--- src/design/tgr_pkg.sv ---
// ----------------------------------------------------------------------------
// tgr_pkg: text glyph renderer shared types
// Item and cell word formats, queue entry, config codes and the 5x7 font.
// ----------------------------------------------------------------------------
`default_nettype none

package tgr_pkg;

    typedef struct packed {
        logic              action;
        logic [7:0]        char_code;
        logic signed [15:0] new_cursor_x;
        logic signed [15:0] new_cursor_y;
    } char_item_t;

    typedef struct packed {
        logic [7:0]  rect_x;
        logic [6:0]  rect_y;
        logic [7:0]  rect_w;
        logic [7:0]  rect_h;
        logic [15:0] cell_color;
        logic        visible;
        logic        last_cell;
    } cell_item_t;

    // Five glyph columns, element 0 is the leftmost; bit n is row n from the top.
    typedef logic [0:4][7:0] glyph_t;

    typedef struct packed {
        logic [15:0] origin_x;
        logic [15:0] origin_y;
        glyph_t      glyph;
    } cell_job_t;

    typedef struct packed {
        logic [7:0]  text_scale;
        logic [15:0] fg_color;
        logic [15:0] bg_color;
    } render_cfg_t;

    localparam logic [1:0] CFG_TEXT_SCALE = 2'd0;
    localparam logic [1:0] CFG_FG_COLOR   = 2'd1;
    localparam logic [1:0] CFG_BG_COLOR   = 2'd2;

    localparam logic ACTION_DRAW       = 1'b0;
    localparam logic ACTION_SET_CURSOR = 1'b1;

    localparam logic [7:0] CODE_NEWLINE = 8'd10;
    localparam logic [7:0] CODE_RETURN  = 8'd13;
    localparam logic [7:0] FIRST_CODE   = 8'd32;
    localparam logic [7:0] LAST_CODE    = 8'd126;
    localparam logic [7:0] SUBST_CODE   = 8'd63;

    localparam logic [2:0] SPACE_COL = 3'd5;
    localparam logic [2:0] LAST_ROW  = 3'd6;

    function automatic glyph_t font_glyph(input logic [6:0] idx);
        glyph_t g;
        unique case (idx)
            7'd0:  g = 40'h0000000000;
            7'd1:  g = 40'h00005F0000;
            7'd2:  g = 40'h0007000700;
            7'd3:  g = 40'h147F147F14;
            7'd4:  g = 40'h242A7F2A12;
            7'd5:  g = 40'h2313086462;
            7'd6:  g = 40'h3649552250;
            7'd7:  g = 40'h0005030000;
            7'd8:  g = 40'h001C224100;
            7'd9:  g = 40'h0041221C00;
            7'd10: g = 40'h082A1C2A08;
            7'd11: g = 40'h08083E0808;
            7'd12: g = 40'h0050300000;
            7'd13: g = 40'h0808080808;
            7'd14: g = 40'h0060600000;
            7'd15: g = 40'h2010080402;
            7'd16: g = 40'h3E5149453E;
            7'd17: g = 40'h00427F4000;
            7'd18: g = 40'h4261514946;
            7'd19: g = 40'h2141454B31;
            7'd20: g = 40'h1814127F10;
            7'd21: g = 40'h2745454539;
            7'd22: g = 40'h3C4A494930;
            7'd23: g = 40'h0171090503;
            7'd24: g = 40'h3649494936;
            7'd25: g = 40'h064949291E;
            7'd26: g = 40'h0036360000;
            7'd27: g = 40'h0056360000;
            7'd28: g = 40'h0008142241;
            7'd29: g = 40'h1414141414;
            7'd30: g = 40'h4122140800;
            7'd31: g = 40'h0201510906;
            7'd32: g = 40'h324979413E;
            7'd33: g = 40'h7E1111117E;
            7'd34: g = 40'h7F49494936;
            7'd35: g = 40'h3E41414122;
            7'd36: g = 40'h7F4141221C;
            7'd37: g = 40'h7F49494941;
            7'd38: g = 40'h7F09090101;
            7'd39: g = 40'h3E41415132;
            7'd40: g = 40'h7F0808087F;
            7'd41: g = 40'h00417F4100;
            7'd42: g = 40'h2040413F01;
            7'd43: g = 40'h7F08142241;
            7'd44: g = 40'h7F40404040;
            7'd45: g = 40'h7F0204027F;
            7'd46: g = 40'h7F0408107F;
            7'd47: g = 40'h3E4141413E;
            7'd48: g = 40'h7F09090906;
            7'd49: g = 40'h3E4151215E;
            7'd50: g = 40'h7F09192946;
            7'd51: g = 40'h4649494931;
            7'd52: g = 40'h01017F0101;
            7'd53: g = 40'h3F4040403F;
            7'd54: g = 40'h1F2040201F;
            7'd55: g = 40'h7F2018207F;
            7'd56: g = 40'h6314081463;
            7'd57: g = 40'h0304780403;
            7'd58: g = 40'h6151494543;
            7'd59: g = 40'h00007F4141;
            7'd60: g = 40'h0204081020;
            7'd61: g = 40'h41417F0000;
            7'd62: g = 40'h0402010204;
            7'd63: g = 40'h4040404040;
            7'd64: g = 40'h0001020400;
            7'd65: g = 40'h2054545478;
            7'd66: g = 40'h7F48444438;
            7'd67: g = 40'h3844444420;
            7'd68: g = 40'h384444487F;
            7'd69: g = 40'h3854545418;
            7'd70: g = 40'h087E090102;
            7'd71: g = 40'h081454543C;
            7'd72: g = 40'h7F08040478;
            7'd73: g = 40'h00447D4000;
            7'd74: g = 40'h2040443D00;
            7'd75: g = 40'h007F102844;
            7'd76: g = 40'h00417F4000;
            7'd77: g = 40'h7C04180478;
            7'd78: g = 40'h7C08040478;
            7'd79: g = 40'h3844444438;
            7'd80: g = 40'h7C14141408;
            7'd81: g = 40'h081414187C;
            7'd82: g = 40'h7C08040408;
            7'd83: g = 40'h4854545420;
            7'd84: g = 40'h043F444020;
            7'd85: g = 40'h3C4040207C;
            7'd86: g = 40'h1C2040201C;
            7'd87: g = 40'h3C4030403C;
            7'd88: g = 40'h4428102844;
            7'd89: g = 40'h0C5050503C;
            7'd90: g = 40'h4464544C44;
            7'd91: g = 40'h0008364100;
            7'd92: g = 40'h00007F0000;
            7'd93: g = 40'h0041360800;
            7'd94: g = 40'h08082A1C08;
            default: g = 40'h0000000000;
        endcase
        return g;
    endfunction

endpackage

`default_nettype wire

--- src/design/tgr_queue.sv ---
// ----------------------------------------------------------------------------
// tgr_queue: glyph job queue
// Two-entry FIFO between intake and cell sequencer.
// ----------------------------------------------------------------------------
`default_nettype none

module tgr_queue (
    input  wire logic               clk,
    input  wire logic               rst_n,
    input  wire logic               push_valid,
    output logic                    push_ready,
    input  wire tgr_pkg::cell_job_t push_job,
    output logic                    pop_valid,
    input  wire logic               pop_ready,
    output tgr_pkg::cell_job_t      head
);
    import tgr_pkg::*;

    localparam int DEPTH = 2;
    localparam int PTR_W = $clog2(DEPTH);
    localparam int CNT_W = $clog2(DEPTH + 1);

    cell_job_t          entry_reg [DEPTH];
    logic [PTR_W-1:0]   wr_ptr_reg, wr_ptr_next;
    logic [PTR_W-1:0]   rd_ptr_reg, rd_ptr_next;
    logic [CNT_W-1:0]   count_reg, count_next;
    logic               do_push, do_pop;

    assign push_ready = (count_reg != CNT_W'(DEPTH));
    assign pop_valid  = (count_reg != '0);
    assign do_push    = push_valid && push_ready;
    assign do_pop     = pop_valid && pop_ready;
    assign head       = entry_reg[rd_ptr_reg];

    always_comb
    begin
        wr_ptr_next = wr_ptr_reg;
        rd_ptr_next = rd_ptr_reg;
        count_next  = count_reg;
        if (do_push)
        begin
            wr_ptr_next = (wr_ptr_reg == PTR_W'(DEPTH - 1)) ? '0 : wr_ptr_reg + 1'b1;
        end
        if (do_pop)
        begin
            rd_ptr_next = (rd_ptr_reg == PTR_W'(DEPTH - 1)) ? '0 : rd_ptr_reg + 1'b1;
        end
        if (do_push && !do_pop)
        begin
            count_next = count_reg + 1'b1;
        end
        else if (do_pop && !do_push)
        begin
            count_next = count_reg - 1'b1;
        end
    end

    always_ff @(posedge clk)
    begin
        if (do_push)
        begin
            entry_reg[wr_ptr_reg] <= push_job;
        end
    end

    always_ff @(posedge clk or negedge rst_n)
    begin
        if (!rst_n)
        begin
            wr_ptr_reg <= '0;
            rd_ptr_reg <= '0;
            count_reg  <= '0;
        end
        else
        begin
            wr_ptr_reg <= wr_ptr_next;
            rd_ptr_reg <= rd_ptr_next;
            count_reg  <= count_next;
        end
    end

endmodule

`default_nettype wire

--- config.mk ---
export PLATFORM = sky130hd
export DESIGN_NAME = tgr_queue
export DESIGN_NICKNAME = d
export VERILOG_FILES = /design/src/design/tgr_pkg.sv /design/src/design/tgr_queue.sv
export SDC_FILE = /design/constraint.sdc
export NUM_CORES = 1
export LEC_CHECK = 0
export BUFFER_PORTS_ARGS = -buffer_cell sky130_fd_sc_hd__buf_2
export CAP_MARGIN = 5
export CORE_MARGIN = 2
export CORE_UTILIZATION = 30
export DETAILED_ROUTE_END_ITERATION = 7
export GPL_ROUTABILITY_DRIVEN = 1
export GPL_TIMING_DRIVEN = 0
export HOLD_SLACK_MARGIN = 0.1
export PLACE_DENSITY = 0.61
export SLEW_MARGIN = 20
export SYNTH_ARGS = -nofsm -noshare
export SYNTH_HDL_FRONTEND = slang
export SYNTH_SLANG_ARGS = --single-unit
--- constraint.sdc ---
create_clock -name clk -period 11.61 [get_ports clk]
set_input_delay 2.322 -clock clk [delete_from_list [all_inputs] [get_ports clk]]
set_output_delay 2.322 -clock clk [all_outputs]
set_load 0.01 [all_outputs]
==> results.yml <==
timing:
  max_freq_mhz: 253
  timing.final.setup_violations: 0
  layout_min_cycle_time_ns: 3.95
  timing.slew.headroom: 0.661
  final.hold.worst_slack_ns: 0.507
  rsz0062_at_grt: "false"
  report.final.hold_viol_count: 0
  max_slew.worst_pin.slew_ns: 0.508
  clock_skew_ns: 0.00997
  min_period_over_period: 0.340
  fin_setup_tns_ns: 0
  timing.final.max_slew_violations: 0
  postLayoutSetupSlackWorst_ns: 7.66
synthesis:
  synth_edf_count: 144
  async_flop_share: 0.0270
  syn-instance-count: 242
  yosys.area.top_type: "sky130_fd_sc_hd__edfxtp_1"
  postSynth.topFlopCell: "sky130_fd_sc_hd__edfxtp_1"
  yosysMostFrequentCell: "sky130_fd_sc_hd__edfxtp_1"
  synth.net_count: 319
  synth-warning-count: 0
  netlist_top_cells_area: "sky130_fd_sc_hd__edfxtp_1, sky130_fd_sc_hd__mux2_4, sky130_fd_sc_hd__buf_12, sky130_fd_sc_hd__dfrtp_1, sky130_fd_sc_hd__mux2_2"
  synth.top_cells.by_count: "sky130_fd_sc_hd__edfxtp_1, sky130_fd_sc_hd__mux2_4, sky130_fd_sc_hd__buf_12"
  synth_area_sq_um: 5740
  unique_masters_post_synth: 15
  seq_area_frac_synth: 0.771
  syn_area_per_cell_sq_um: 23.7
  flip_flop_and_latch_count_after_synthesis: 148
  synth_top_area_frac: 0.753
layout:
  drive_gt1_frac: 0.623
  final_core_util: 0.399
  flow.area_growth_from_synthesis_pct: 30.5
  number_of_flip_flops_under_the_largest_register_name: 144
  insertedDiodeCount: 0
  nets: 491
  stdcell_area_sq_um: 7490
  layout.filler_cells: 1737
place:
  hpwl_um: 7200
  place_congestion: 0.670
  pre_cts_ws_ns: 8.00
  total_of_buffers_placed_on_input_and_output_ports: 149
  placedInstanceArea_sq_um: 6890
critical_path:
  cp_data_arrival_time_ns: 1.63
  rr_endpoint: "entry_reg[0][60]$_DFFE_PP_"
  path_class: "register to output port"
  setup.reg_to_reg.worst_slack_ns: 9.85
  critical_path.max_fanout: 10
  r2r-start: "count_reg[0]$_DFFE_PN0P_"
  worst-r2r-cell-count: 5
  critPathCaptureType: "output port"
  timing.critical_path.required_ns: 9.29
  worstSetupStartpointType: "register"
clocking:
  cts-buffers-inserted: 17
  clk_latency_ns: 0.41
  clock_tree.root_cell: "sky130_fd_sc_hd__clkbuf_16"
  cts_repair_resize_count: 0
  clock_tree.buffer_depth: 2
  cts_tree: "built"
  cts-htree-levels: 4
  cts_sinks: 148
  ctsHoldBuffers: 0
  cts_setup_buffers: 0
  cts.clk_slew.worst_paths_ns: 0.06
outcome:
  status: "complete, no violations"
detailed_routing:
  post-route-drc-count: 0
  vias_per_cell: 4.27
  routed_wl_um: 10400
  routed-via-count: 2823
  firstDrtPassIters: 4
  drt-initial-drc-count: 91
  route.detailed.wl_per_inst_um: 15.7
  drtAntennaViolNets: 0
hold_path:
  hp-start: "count_reg[1]$_DFFE_PN0P_"
  hold_path_depth: 1
  holdPathEnd: "count_reg[1]$_DFFE_PN0P_"
  hp-class: "register to register"
die:
  placeableCoreArea_sq_um: 18800
  die_height_um: 142
  fp.dieArea_sq_um: 20300
  row_count: 50
  start_util: 0.306
  io_pins: 150
  die_width_um: 142
grt:
  grt_pass1_vias: 3088
  track_usage: 0.107
  global_route.overflow_total: 0
  grt_antenna_before_repair: 0
  grt_pass1_wl_um: 16100
  pin_count_of_the_biggest_net_entering_global_routing: 42
flow_run:
  cap_viol_max_count: 0
power_and_ir_drop:
  vdd_ir_drop_max_uv: 188
  power.density_nw_per_um2: 264
  total_leakage_power_uw: 0.00299
layout make-up:
class,instances,area (sq um),area share
Sequential cell,148,4420,0.591
Buffer,8,151,0.0202
Timing Repair Buffer,153,841,0.112
Clock buffer,17,425,0.0568
Clock inverter,15,178,0.0237
Inverter,1,3.75,0.000501
Tap cell,234,293,0.0391
Multi-Input combinational cell,85,1170,0.157
cells in the final DEF (no fill, tap or decap):
cell type | synthesis | routed
sky130_fd_sc_hd__buf_12 | 7 | 9
sky130_fd_sc_hd__buf_16 | 0 | 2
sky130_fd_sc_hd__inv_6 | 0 | 3
sky130_fd_sc_hd__clkinv_4 | 0 | 2
sky130_fd_sc_hd__mux2_2 | 3 | 3
sky130_fd_sc_hd__buf_2 | 0 | 149
sky130_fd_sc_hd__nor2_1 | 2 | 1
sky130_fd_sc_hd__nor2_4 | 0 | 1
sky130_fd_sc_hd__bufinv_16 | 0 | 3
sky130_fd_sc_hd__mux2_4 | 69 | 69
sky130_fd_sc_hd__nand2_1 | 2 | 2
sky130_fd_sc_hd__nand2b_1 | 1 | 1
sky130_fd_sc_hd__or2_1 | 1 | 1
sky130_fd_sc_hd__dfrtp_1 | 4 | 4
sky130_fd_sc_hd__clkinvlp_4 | 0 | 4
sky130_fd_sc_hd__ha_1 | 1 | 1
sky130_fd_sc_hd__inv_1 | 1 | 1
sky130_fd_sc_hd__clkbuf_16 | 0 | 17
sky130_fd_sc_hd__edfxtp_1 | 144 | 144
sky130_fd_sc_hd__xor2_1 | 2 | 2
sky130_fd_sc_hd__and3_4 | 0 | 1
sky130_fd_sc_hd__clkinv_1 | 0 | 1
sky130_fd_sc_hd__clkinv_2 | 0 | 2
sky130_fd_sc_hd__xnor2_1 | 3 | 3
sky130_fd_sc_hd__buf_6 | 1 | 1
through the flow:
stage	total power (uW)	instances
CTS	2020	661
global placement	1430	625
finish	1980	661
floorplan	1230	242
detailed placement	1450	629
global route	2080	661
routing by layer:
| layer | global-route usage | routed length [um] | vias up |
|---|---|---|---|
| li1 | - | - | 1305 |
| met1 | 0.116 | 4030 | 1409 |
| met2 | 0.183 | 5410 | 100 |
| met3 | 0.0511 | 841 | 9 |
| met4 | 0.0360 | 110 | 0 |
| met5 | 0 | 0 | - |
cell families (layout without fill, tap and decap cells):
kind of cell / Yosys count / after routing / share of synthesized area
flip-flops: 148 / 148 / 0.771
multiplexers: 72 / 72 / 0.186
buffers and inverters: 9 / 194 / 0.0270
AND/OR/NAND/NOR: 7 / 7 / 0.00589
XOR/XNOR: 5 / 5 / 0.00763
adder cells (fa/ha/maj): 1 / 1 / 0.00218
power breakdown:
part	total, uW	leakage (uW)	internal (uW)	switching [uW]
Sequential	761	0.00138	730	30.9
Combinational	662	0.00132	352	310
Clock	555	0.000284	339	216
Total	1980	0.00299	1420	557
worst max-delay path: stages (launching register included):
cell	delay, ns
sky130_fd_sc_hd__dfrtp_1	0.34
sky130_fd_sc_hd__buf_6	0.23
sky130_fd_sc_hd__buf_12	0.18
sky130_fd_sc_hd__mux2_4	0.30
sky130_fd_sc_hd__buf_2	0.16
how the worst max path moves through the flow:
| stage | from | endpoint | slack [ns] |
|---|---|---|---|
| 6_report | rd_ptr_reg$_DFFE_PN0P_ | head[14] | 7.66 |
| 5_1_grt | rd_ptr_reg$_DFFE_PN0P_ | head[14] | 7.57 |
| 2_1_floorplan | push_valid | entry_reg[0][0]$_DFFE_PP_ | 5.69 |
| 4_1_cts | rd_ptr_reg$_DFFE_PN0P_ | head[14] | 7.61 |
| 3_3_place_gp | push_valid | entry_reg[0][26]$_DFFE_PP_ | 3.75 |
| 3_5_place_dp | push_valid | entry_reg[1][29]$_DFFE_PP_ | 8.00 |
(Power assumes the default switching activity.)
