--- config.mk ---
export PLATFORM = sky130hd
export DESIGN_NAME = tgr_back
export DESIGN_NICKNAME = d
export VERILOG_FILES = /design/src/design/tgr_pkg.sv /design/src/design/tgr_back.sv
export SDC_FILE = /design/constraint.sdc
export NUM_CORES = 1
export LEC_CHECK = 0
export BUFFER_PORTS_ARGS = -buffer_cell sky130_fd_sc_hd__buf_2
export CORE_ASPECT_RATIO = 0.6
export CORE_MARGIN = 2
export CORE_UTILIZATION = 45
export DETAILED_ROUTE_END_ITERATION = 16
export PLACE_DENSITY = 0.68
export SLEW_MARGIN = 5
export SYNTH_ARGS = -nofsm -noshare
export SYNTH_HDL_FRONTEND = slang
export SYNTH_SLANG_ARGS = --single-unit
--- constraint.sdc ---
create_clock -name clk -period 10 [get_ports clk]
set_clock_uncertainty 0.15 [all_clocks]
set_input_delay 2 -clock clk [delete_from_list [all_inputs] [get_ports clk]]
set_output_delay 2 -clock clk [all_outputs]
set_load 0.01 [all_outputs]
--- src/design/tgr_pkg.sv ---
// ----------------------------------------------------------------------------
// tgr_pkg: text glyph renderer shared types
// Item and cell word formats, queue entry, config codes and the 5x7 font.
// ----------------------------------------------------------------------------
`default_nettype none

package tgr_pkg;

    typedef struct packed {
        logic              action;
        logic [7:0]        char_code;
        logic signed [15:0] new_cursor_x;
        logic signed [15:0] new_cursor_y;
    } char_item_t;

    typedef struct packed {
        logic [7:0]  rect_x;
        logic [6:0]  rect_y;
        logic [7:0]  rect_w;
        logic [7:0]  rect_h;
        logic [15:0] cell_color;
        logic        visible;
        logic        last_cell;
    } cell_item_t;

    // Five glyph columns, element 0 is the leftmost; bit n is row n from the top.
    typedef logic [0:4][7:0] glyph_t;

    typedef struct packed {
        logic [15:0] origin_x;
        logic [15:0] origin_y;
        glyph_t      glyph;
    } cell_job_t;

    typedef struct packed {
        logic [7:0]  text_scale;
        logic [15:0] fg_color;
        logic [15:0] bg_color;
    } render_cfg_t;

    localparam logic [1:0] CFG_TEXT_SCALE = 2'd0;
    localparam logic [1:0] CFG_FG_COLOR   = 2'd1;
    localparam logic [1:0] CFG_BG_COLOR   = 2'd2;

    localparam logic ACTION_DRAW       = 1'b0;
    localparam logic ACTION_SET_CURSOR = 1'b1;

    localparam logic [7:0] CODE_NEWLINE = 8'd10;
    localparam logic [7:0] CODE_RETURN  = 8'd13;
    localparam logic [7:0] FIRST_CODE   = 8'd32;
    localparam logic [7:0] LAST_CODE    = 8'd126;
    localparam logic [7:0] SUBST_CODE   = 8'd63;

    localparam logic [2:0] SPACE_COL = 3'd5;
    localparam logic [2:0] LAST_ROW  = 3'd6;

    function automatic glyph_t font_glyph(input logic [6:0] idx);
        glyph_t g;
        unique case (idx)
            7'd0:  g = 40'h0000000000;
            7'd1:  g = 40'h00005F0000;
            7'd2:  g = 40'h0007000700;
            7'd3:  g = 40'h147F147F14;
            7'd4:  g = 40'h242A7F2A12;
            7'd5:  g = 40'h2313086462;
            7'd6:  g = 40'h3649552250;
            7'd7:  g = 40'h0005030000;
            7'd8:  g = 40'h001C224100;
            7'd9:  g = 40'h0041221C00;
            7'd10: g = 40'h082A1C2A08;
            7'd11: g = 40'h08083E0808;
            7'd12: g = 40'h0050300000;
            7'd13: g = 40'h0808080808;
            7'd14: g = 40'h0060600000;
            7'd15: g = 40'h2010080402;
            7'd16: g = 40'h3E5149453E;
            7'd17: g = 40'h00427F4000;
            7'd18: g = 40'h4261514946;
            7'd19: g = 40'h2141454B31;
            7'd20: g = 40'h1814127F10;
            7'd21: g = 40'h2745454539;
            7'd22: g = 40'h3C4A494930;
            7'd23: g = 40'h0171090503;
            7'd24: g = 40'h3649494936;
            7'd25: g = 40'h064949291E;
            7'd26: g = 40'h0036360000;
            7'd27: g = 40'h0056360000;
            7'd28: g = 40'h0008142241;
            7'd29: g = 40'h1414141414;
            7'd30: g = 40'h4122140800;
            7'd31: g = 40'h0201510906;
            7'd32: g = 40'h324979413E;
            7'd33: g = 40'h7E1111117E;
            7'd34: g = 40'h7F49494936;
            7'd35: g = 40'h3E41414122;
            7'd36: g = 40'h7F4141221C;
            7'd37: g = 40'h7F49494941;
            7'd38: g = 40'h7F09090101;
            7'd39: g = 40'h3E41415132;
            7'd40: g = 40'h7F0808087F;
            7'd41: g = 40'h00417F4100;
            7'd42: g = 40'h2040413F01;
            7'd43: g = 40'h7F08142241;
            7'd44: g = 40'h7F40404040;
            7'd45: g = 40'h7F0204027F;
            7'd46: g = 40'h7F0408107F;
            7'd47: g = 40'h3E4141413E;
            7'd48: g = 40'h7F09090906;
            7'd49: g = 40'h3E4151215E;
            7'd50: g = 40'h7F09192946;
            7'd51: g = 40'h4649494931;
            7'd52: g = 40'h01017F0101;
            7'd53: g = 40'h3F4040403F;
            7'd54: g = 40'h1F2040201F;
            7'd55: g = 40'h7F2018207F;
            7'd56: g = 40'h6314081463;
            7'd57: g = 40'h0304780403;
            7'd58: g = 40'h6151494543;
            7'd59: g = 40'h00007F4141;
            7'd60: g = 40'h0204081020;
            7'd61: g = 40'h41417F0000;
            7'd62: g = 40'h0402010204;
            7'd63: g = 40'h4040404040;
            7'd64: g = 40'h0001020400;
            7'd65: g = 40'h2054545478;
            7'd66: g = 40'h7F48444438;
            7'd67: g = 40'h3844444420;
            7'd68: g = 40'h384444487F;
            7'd69: g = 40'h3854545418;
            7'd70: g = 40'h087E090102;
            7'd71: g = 40'h081454543C;
            7'd72: g = 40'h7F08040478;
            7'd73: g = 40'h00447D4000;
            7'd74: g = 40'h2040443D00;
            7'd75: g = 40'h007F102844;
            7'd76: g = 40'h00417F4000;
            7'd77: g = 40'h7C04180478;
            7'd78: g = 40'h7C08040478;
            7'd79: g = 40'h3844444438;
            7'd80: g = 40'h7C14141408;
            7'd81: g = 40'h081414187C;
            7'd82: g = 40'h7C08040408;
            7'd83: g = 40'h4854545420;
            7'd84: g = 40'h043F444020;
            7'd85: g = 40'h3C4040207C;
            7'd86: g = 40'h1C2040201C;
            7'd87: g = 40'h3C4030403C;
            7'd88: g = 40'h4428102844;
            7'd89: g = 40'h0C5050503C;
            7'd90: g = 40'h4464544C44;
            7'd91: g = 40'h0008364100;
            7'd92: g = 40'h00007F0000;
            7'd93: g = 40'h0041360800;
            7'd94: g = 40'h08082A1C08;
            default: g = 40'h0000000000;
        endcase
        return g;
    endfunction

endpackage

`default_nettype wire

--- src/design/tgr_back.sv ---
// ----------------------------------------------------------------------------
// tgr_back: cell sequencer
// Walks the 6x7 cells of a glyph job, clips each cell and registers it out.
// ----------------------------------------------------------------------------
`default_nettype none

module tgr_back #(
    parameter int SCREEN_WIDTH  = 160,
    parameter int SCREEN_HEIGHT = 128
) (
    input  wire logic                 clk,
    input  wire logic                 rst_n,
    input  wire logic                 job_valid,
    output logic                      job_pop,
    input  wire tgr_pkg::cell_job_t   job,
    input  wire tgr_pkg::render_cfg_t cfg,
    output logic                      cell_valid,
    input  wire logic                 cell_ready,
    output tgr_pkg::cell_item_t       cell_item
);
    import tgr_pkg::*;

    localparam logic signed [17:0] X_LIMIT = 18'(SCREEN_WIDTH);
    localparam logic signed [17:0] Y_LIMIT = 18'(SCREEN_HEIGHT);

    typedef struct packed {
        logic       hit;
        logic [9:0] start;
        logic [7:0] size;
    } span_t;

    function automatic span_t clip_span(input logic [15:0] origin, input logic [7:0] len,
                                        input logic signed [17:0] limit);
        span_t             sp;
        logic signed [17:0] lo, hi, lo_c, hi_c, diff;
        lo      = $signed({{2{origin[15]}}, origin});
        hi      = lo + $signed({10'd0, len});
        sp.hit  = (lo < limit) && (hi > 18'sd0);
        lo_c    = (lo < 18'sd0) ? 18'sd0 : lo;
        hi_c    = (hi > limit) ? limit : hi;
        diff    = hi_c - lo_c;
        sp.start = lo_c[9:0];
        sp.size  = diff[7:0];
        return sp;
    endfunction

    logic [2:0]  col_reg, col_next;
    logic [2:0]  row_reg, row_next;
    logic [15:0] xoff_reg, xoff_next;
    logic [15:0] yoff_reg, yoff_next;
    logic        cell_valid_reg, cell_valid_next;
    cell_item_t  cell_item_reg, cell_item_next;
    logic        advance;
    logic        last_row, last_col;
    logic [15:0] cell_x, cell_y;
    span_t       span_x, span_y;
    logic        vis;
    logic        ink;

    assign advance  = job_valid && (!cell_valid_reg || cell_ready);
    assign last_row = (row_reg == LAST_ROW);
    assign last_col = (col_reg == SPACE_COL);
    assign job_pop  = advance && last_row && last_col;

    assign cell_x = job.origin_x + xoff_reg;
    assign cell_y = job.origin_y + yoff_reg;
    assign span_x = clip_span(cell_x, cfg.text_scale, X_LIMIT);
    assign span_y = clip_span(cell_y, cfg.text_scale, Y_LIMIT);
    assign vis    = span_x.hit && span_y.hit;
    assign ink    = !last_col && job.glyph[col_reg][row_reg];

    always_comb
    begin
        cell_item_next.rect_x     = vis ? span_x.start[7:0] : 8'd0;
        cell_item_next.rect_y     = vis ? span_y.start[6:0] : 7'd0;
        cell_item_next.rect_w     = vis ? span_x.size : 8'd0;
        cell_item_next.rect_h     = vis ? span_y.size : 8'd0;
        cell_item_next.cell_color = ink ? cfg.fg_color : cfg.bg_color;
        cell_item_next.visible    = vis;
        cell_item_next.last_cell  = last_row && last_col;
    end

    always_comb
    begin
        col_next        = col_reg;
        row_next        = row_reg;
        xoff_next       = xoff_reg;
        yoff_next       = yoff_reg;
        cell_valid_next = cell_valid_reg && !cell_ready;
        if (advance)
        begin
            cell_valid_next = 1'b1;
            if (last_row)
            begin
                row_next  = 3'd0;
                yoff_next = 16'd0;
                if (last_col)
                begin
                    col_next  = 3'd0;
                    xoff_next = 16'd0;
                end
                else
                begin
                    col_next  = col_reg + 3'd1;
                    xoff_next = xoff_reg + {8'd0, cfg.text_scale};
                end
            end
            else
            begin
                row_next  = row_reg + 3'd1;
                yoff_next = yoff_reg + {8'd0, cfg.text_scale};
            end
        end
    end

    always_ff @(posedge clk)
    begin
        if (advance)
        begin
            cell_item_reg <= cell_item_next;
        end
    end

    always_ff @(posedge clk or negedge rst_n)
    begin
        if (!rst_n)
        begin
            col_reg        <= 3'd0;
            row_reg        <= 3'd0;
            xoff_reg       <= 16'd0;
            yoff_reg       <= 16'd0;
            cell_valid_reg <= 1'b0;
        end
        else
        begin
            col_reg        <= col_next;
            row_reg        <= row_next;
            xoff_reg       <= xoff_next;
            yoff_reg       <= yoff_next;
            cell_valid_reg <= cell_valid_next;
        end
    end

    assign cell_valid = cell_valid_reg;
    assign cell_item  = cell_item_reg;

endmodule

`default_nettype wire

==> flow_summary_export.csv <==
group,metric,value,unit
outcome,outcome,"completed",
synthesis,synthCells,835,
sta,setup_viol,0,
grt,grt_pass1_vias,6309,
synthesis,synth_ff_type,"edfxtp_1",
grt,globalRouteOverflowTotal,0,
cells_and_area,fillerInstances,1584,
worst_hold_path,hold_class,"flop to flop",
worst_setup_path,cp.required,9.93,ns
sta,finalSetupTns,0,ns
synthesis,ys_ff_latch,88,
cells_and_area,mostFrequentLayoutCells,"buf_2 (166), ha_1 (78), nand2_1 (72), nor2_1 (65), edfxtp_1 (49)",
die,start_util,0.463,
clock_tree,cts_made_buffers,9,
sta,worst_pin_slew,0.954,ns
synthesis,synth_nets,1037,
worst_setup_path,slowest_delay,0.49,ns
synthesis,synthAdderAreaFrac,0.142,
routing,vias,6752,
clock_tree,clk_pin_slew,0.06,ns
routing,wl_per_cell,15.8,µm
routing,via_per_inst,5.47,
synthesis,synth_compound_area_frac,0.188,
worst_setup_path,reg2reg_setup_slack,3.85,ns
die,fp.dieW,176,µm
clock_tree,cts_buffer_depth,2,
worst_setup_path,start_kind,"input pin",
worst_setup_path,cp-end-kind,"flop",
grt,grt_pass1_wl,32000,µm
grt,grt_max_degree,59,
worst_setup_path,reg2reg_depth,25,
pwr,finalPower,2.92,mW
die,io_pins,167,
synthesis,netlist_area,0.00797,mm²
routing,drtIter0Drc,416,
synthesis,yosys_warnings,0,
synthesis,synthXorXnorAreaFrac,0.0769,
worst_setup_path,cp-startpoint,"job[60]",
worst_setup_path,critPathMaxFanout,7,
synthesis,synth_edf_count,49,
worst_setup_path,crit_slowest_cell,"o21ai_0",
synthesis,synthArstFlopShare,0.443,
cells_and_area,largest_reg_flops,49,
sta,hold_viol,0,
worst_setup_path,critPathKind,"input pin to flop",
die,die_h,107,µm
clock_tree,post-cts-setup-buffer-count,0,
clock_tree,clk_latency,0.34,ns
routing,drc,0,
synthesis,synth_top_family_by_area,"simple AND/OR/NAND/NOR gates",
die,die_area,0.0188,mm²
die,rows,37,
sta,period_share,0.748,
worst_setup_path,critPathMostFrequentCell,"a21o_1",
job,cap_violations,0,
cells_and_area,final_nets,1197,
pwr,power_density,315,mW/mm²
grt,grt_usage,0.216,
clock_tree,numClockSinks,88,
worst_setup_path,arrival,7.42,ns
worst_setup_path,crit_end,"cell_item[33]",
cells_and_area,layout.area.seq,0.00245,mm²
worst_setup_path,path_depth,26,
clock_tree,cts_root_buf,"clkbuf_16",
synthesis,syn_avg_cell_area,9.55,µm²
routing,ant_nets,0,
worst_setup_path,cp_num_buf_inv,1,
clock_tree,ctsResizeCount,0,
routing,drt_pass1_iterations,5,
sta,min_period,7.48,ns
grt,grt_antenna_before_repair,0,
worst_setup_path,r2r_start,"xoff_reg[4]",
cells_and_area,antennaDiodeCount,0,
sta,slew_headroom,0.364,
sta,rsz0062_at_grt,"false",
cells_and_area,area_delta_synth_final,16.3,%
synthesis,synth.distinct_cells,87,
routing,drt_wl_total,19500,µm
cells_and_area,multi_input_area,0.00528,mm²
cells_and_area,drive_above_1_share,0.264,
placement,port_buffers,166,
placement,gp_congestion,0.937,
clock_tree,hold_buffers,0,
sta,drv_slew,0,
sta,fmax,0.134,GHz
pwr,p_leak,4.18,nW
synthesis,yosys.area_share.simple,0.188,
pwr,peakVddDrop,0.000125,V
placement,dp_hpwl,15800,µm
die,coreArea,0.0172,mm²
clock_tree,cts_tree,"built",
worst_setup_path,critPathTopFamily,"compound AO/OA/AOI/OAI gates",
worst_setup_path,r2r_end,"cell_item[33]",
synthesis,yosysSeqAreaShare,0.307,
synthesis,synthMuxAreaShare,0.0629,
cells_and_area,final_common_cell,"buf_2",
clock_tree,htreeDepth,3,
[worst min path at each step]
stage                start           to  slack [ns]  cells after the start
3_3_place_gp   xoff_reg[0]  xoff_reg[0]        0.35                      2
2_1_floorplan  xoff_reg[0]  xoff_reg[0]        0.32                      2
5_1_grt        yoff_reg[5]  yoff_reg[5]        0.42                      2
6_report       xoff_reg[0]  xoff_reg[0]        0.37                      2
3_5_place_dp   xoff_reg[0]  xoff_reg[0]        0.36                      2
4_1_cts        xoff_reg[0]  xoff_reg[0]        0.37                      2
[Yosys cell counts (all sizes together), types with 5 or more instances]
| cell | count | area, µm² |
|---|---|---|
| mux4 | 12 | 270 |
| o21bai | 5 | 37.5 |
| buf | 10 | 98.9 |
| nor2b | 14 | 87.6 |
| o31ai | 6 | 58.8 |
| nand2b | 14 | 87.6 |
| xnor2 | 45 | 394 |
| or3 | 7 | 48.8 |
| fa | 8 | 160 |
| and2 | 10 | 65.1 |
| o21ai | 47 | 235 |
| ha | 78 | 976 |
| dfrtp | 39 | 976 |
| nand4 | 6 | 37.5 |
| a31oi | 5 | 31.3 |
| nand2 | 72 | 270 |
| nor3 | 15 | 80.1 |
| a211oi | 5 | 42.5 |
| xor2 | 25 | 219 |
| mux2 | 17 | 191 |
| a21oi | 41 | 205 |
| edfxtp | 49 | 1470 |
| nand3 | 24 | 130 |
| a22o | 5 | 43.8 |
| and3 | 9 | 56.3 |
| clkbuf | 10 | 37.5 |
| inv | 37 | 139 |
| a21boi | 7 | 52.6 |
| nor2 | 90 | 400 |
| o211ai | 10 | 80.1 |
| o21a | 12 | 90.1 |
| or4 | 6 | 45.0 |
| a21o | 33 | 249 |
[layout make-up]
cell class / instances / share of cell area
Multi-Input combinational cell: 690 / 0.569
Sequential cell: 88 / 0.264
Timing Repair Buffer: 169 / 0.0920
Tap cell: 234 / 0.0316
Clock buffer: 12 / 0.0255
Inverter: 37 / 0.0150
Clock inverter: 4 / 0.00310
[layer usage]
metal / share of wire / track usage / vias to the layer above
li1: - / - / 3395
met1: 0.52 / 0.334 / 3079
met2: 0.39 / 0.300 / 258
met3: 0.077 / 0.0440 / 20
met4: 0.015 / 0.0573 / 0
met5: 0 / 0 / -
[report_power, final]
part	total [mW]	switching [mW]	internal (mW)
Clock	0.320	0.150	0.170
Combinational	2.04	1.12	0.926
Sequential	0.558	0.0861	0.472
Total	2.92	1.35	1.57
[per-stage QoR]
stage               instance area, µm²  instances  setup slack [ns]  hold slack [ns]   util
floorplan                         7970        835              2.90            0.319      -
global placement                  9010       1218              2.43            0.349  0.523
detailed placement                9010       1218              2.25            0.356  0.523
CTS                               9270       1234              2.57            0.369  0.538
global route                      9270       1234              2.11            0.418  0.538
finish                            9270       1234              2.52            0.368  0.538
[worst min-delay path, cell delays in order (launching register included)]
cell and delay, ns:
dfrtp_1 0.38, nand2_1 0.06, nand2_1 0.05
[cells by family (layout without fill, tap and decap cells)]
| kind of cell | count (synthesis) | after routing |
|---|---|---|
| XOR/XNOR | 70 | 70 |
| buffers and inverters | 57 | 222 |
| flip-flops | 88 | 88 |
| AND/OR/NAND/NOR | 287 | 287 |
| multiplexers | 33 | 33 |
| adder cells (fa/ha/maj) | 86 | 86 |
| AO/OA/AOI/OAI | 214 | 214 |
Power figures use the tool's default switching activity.
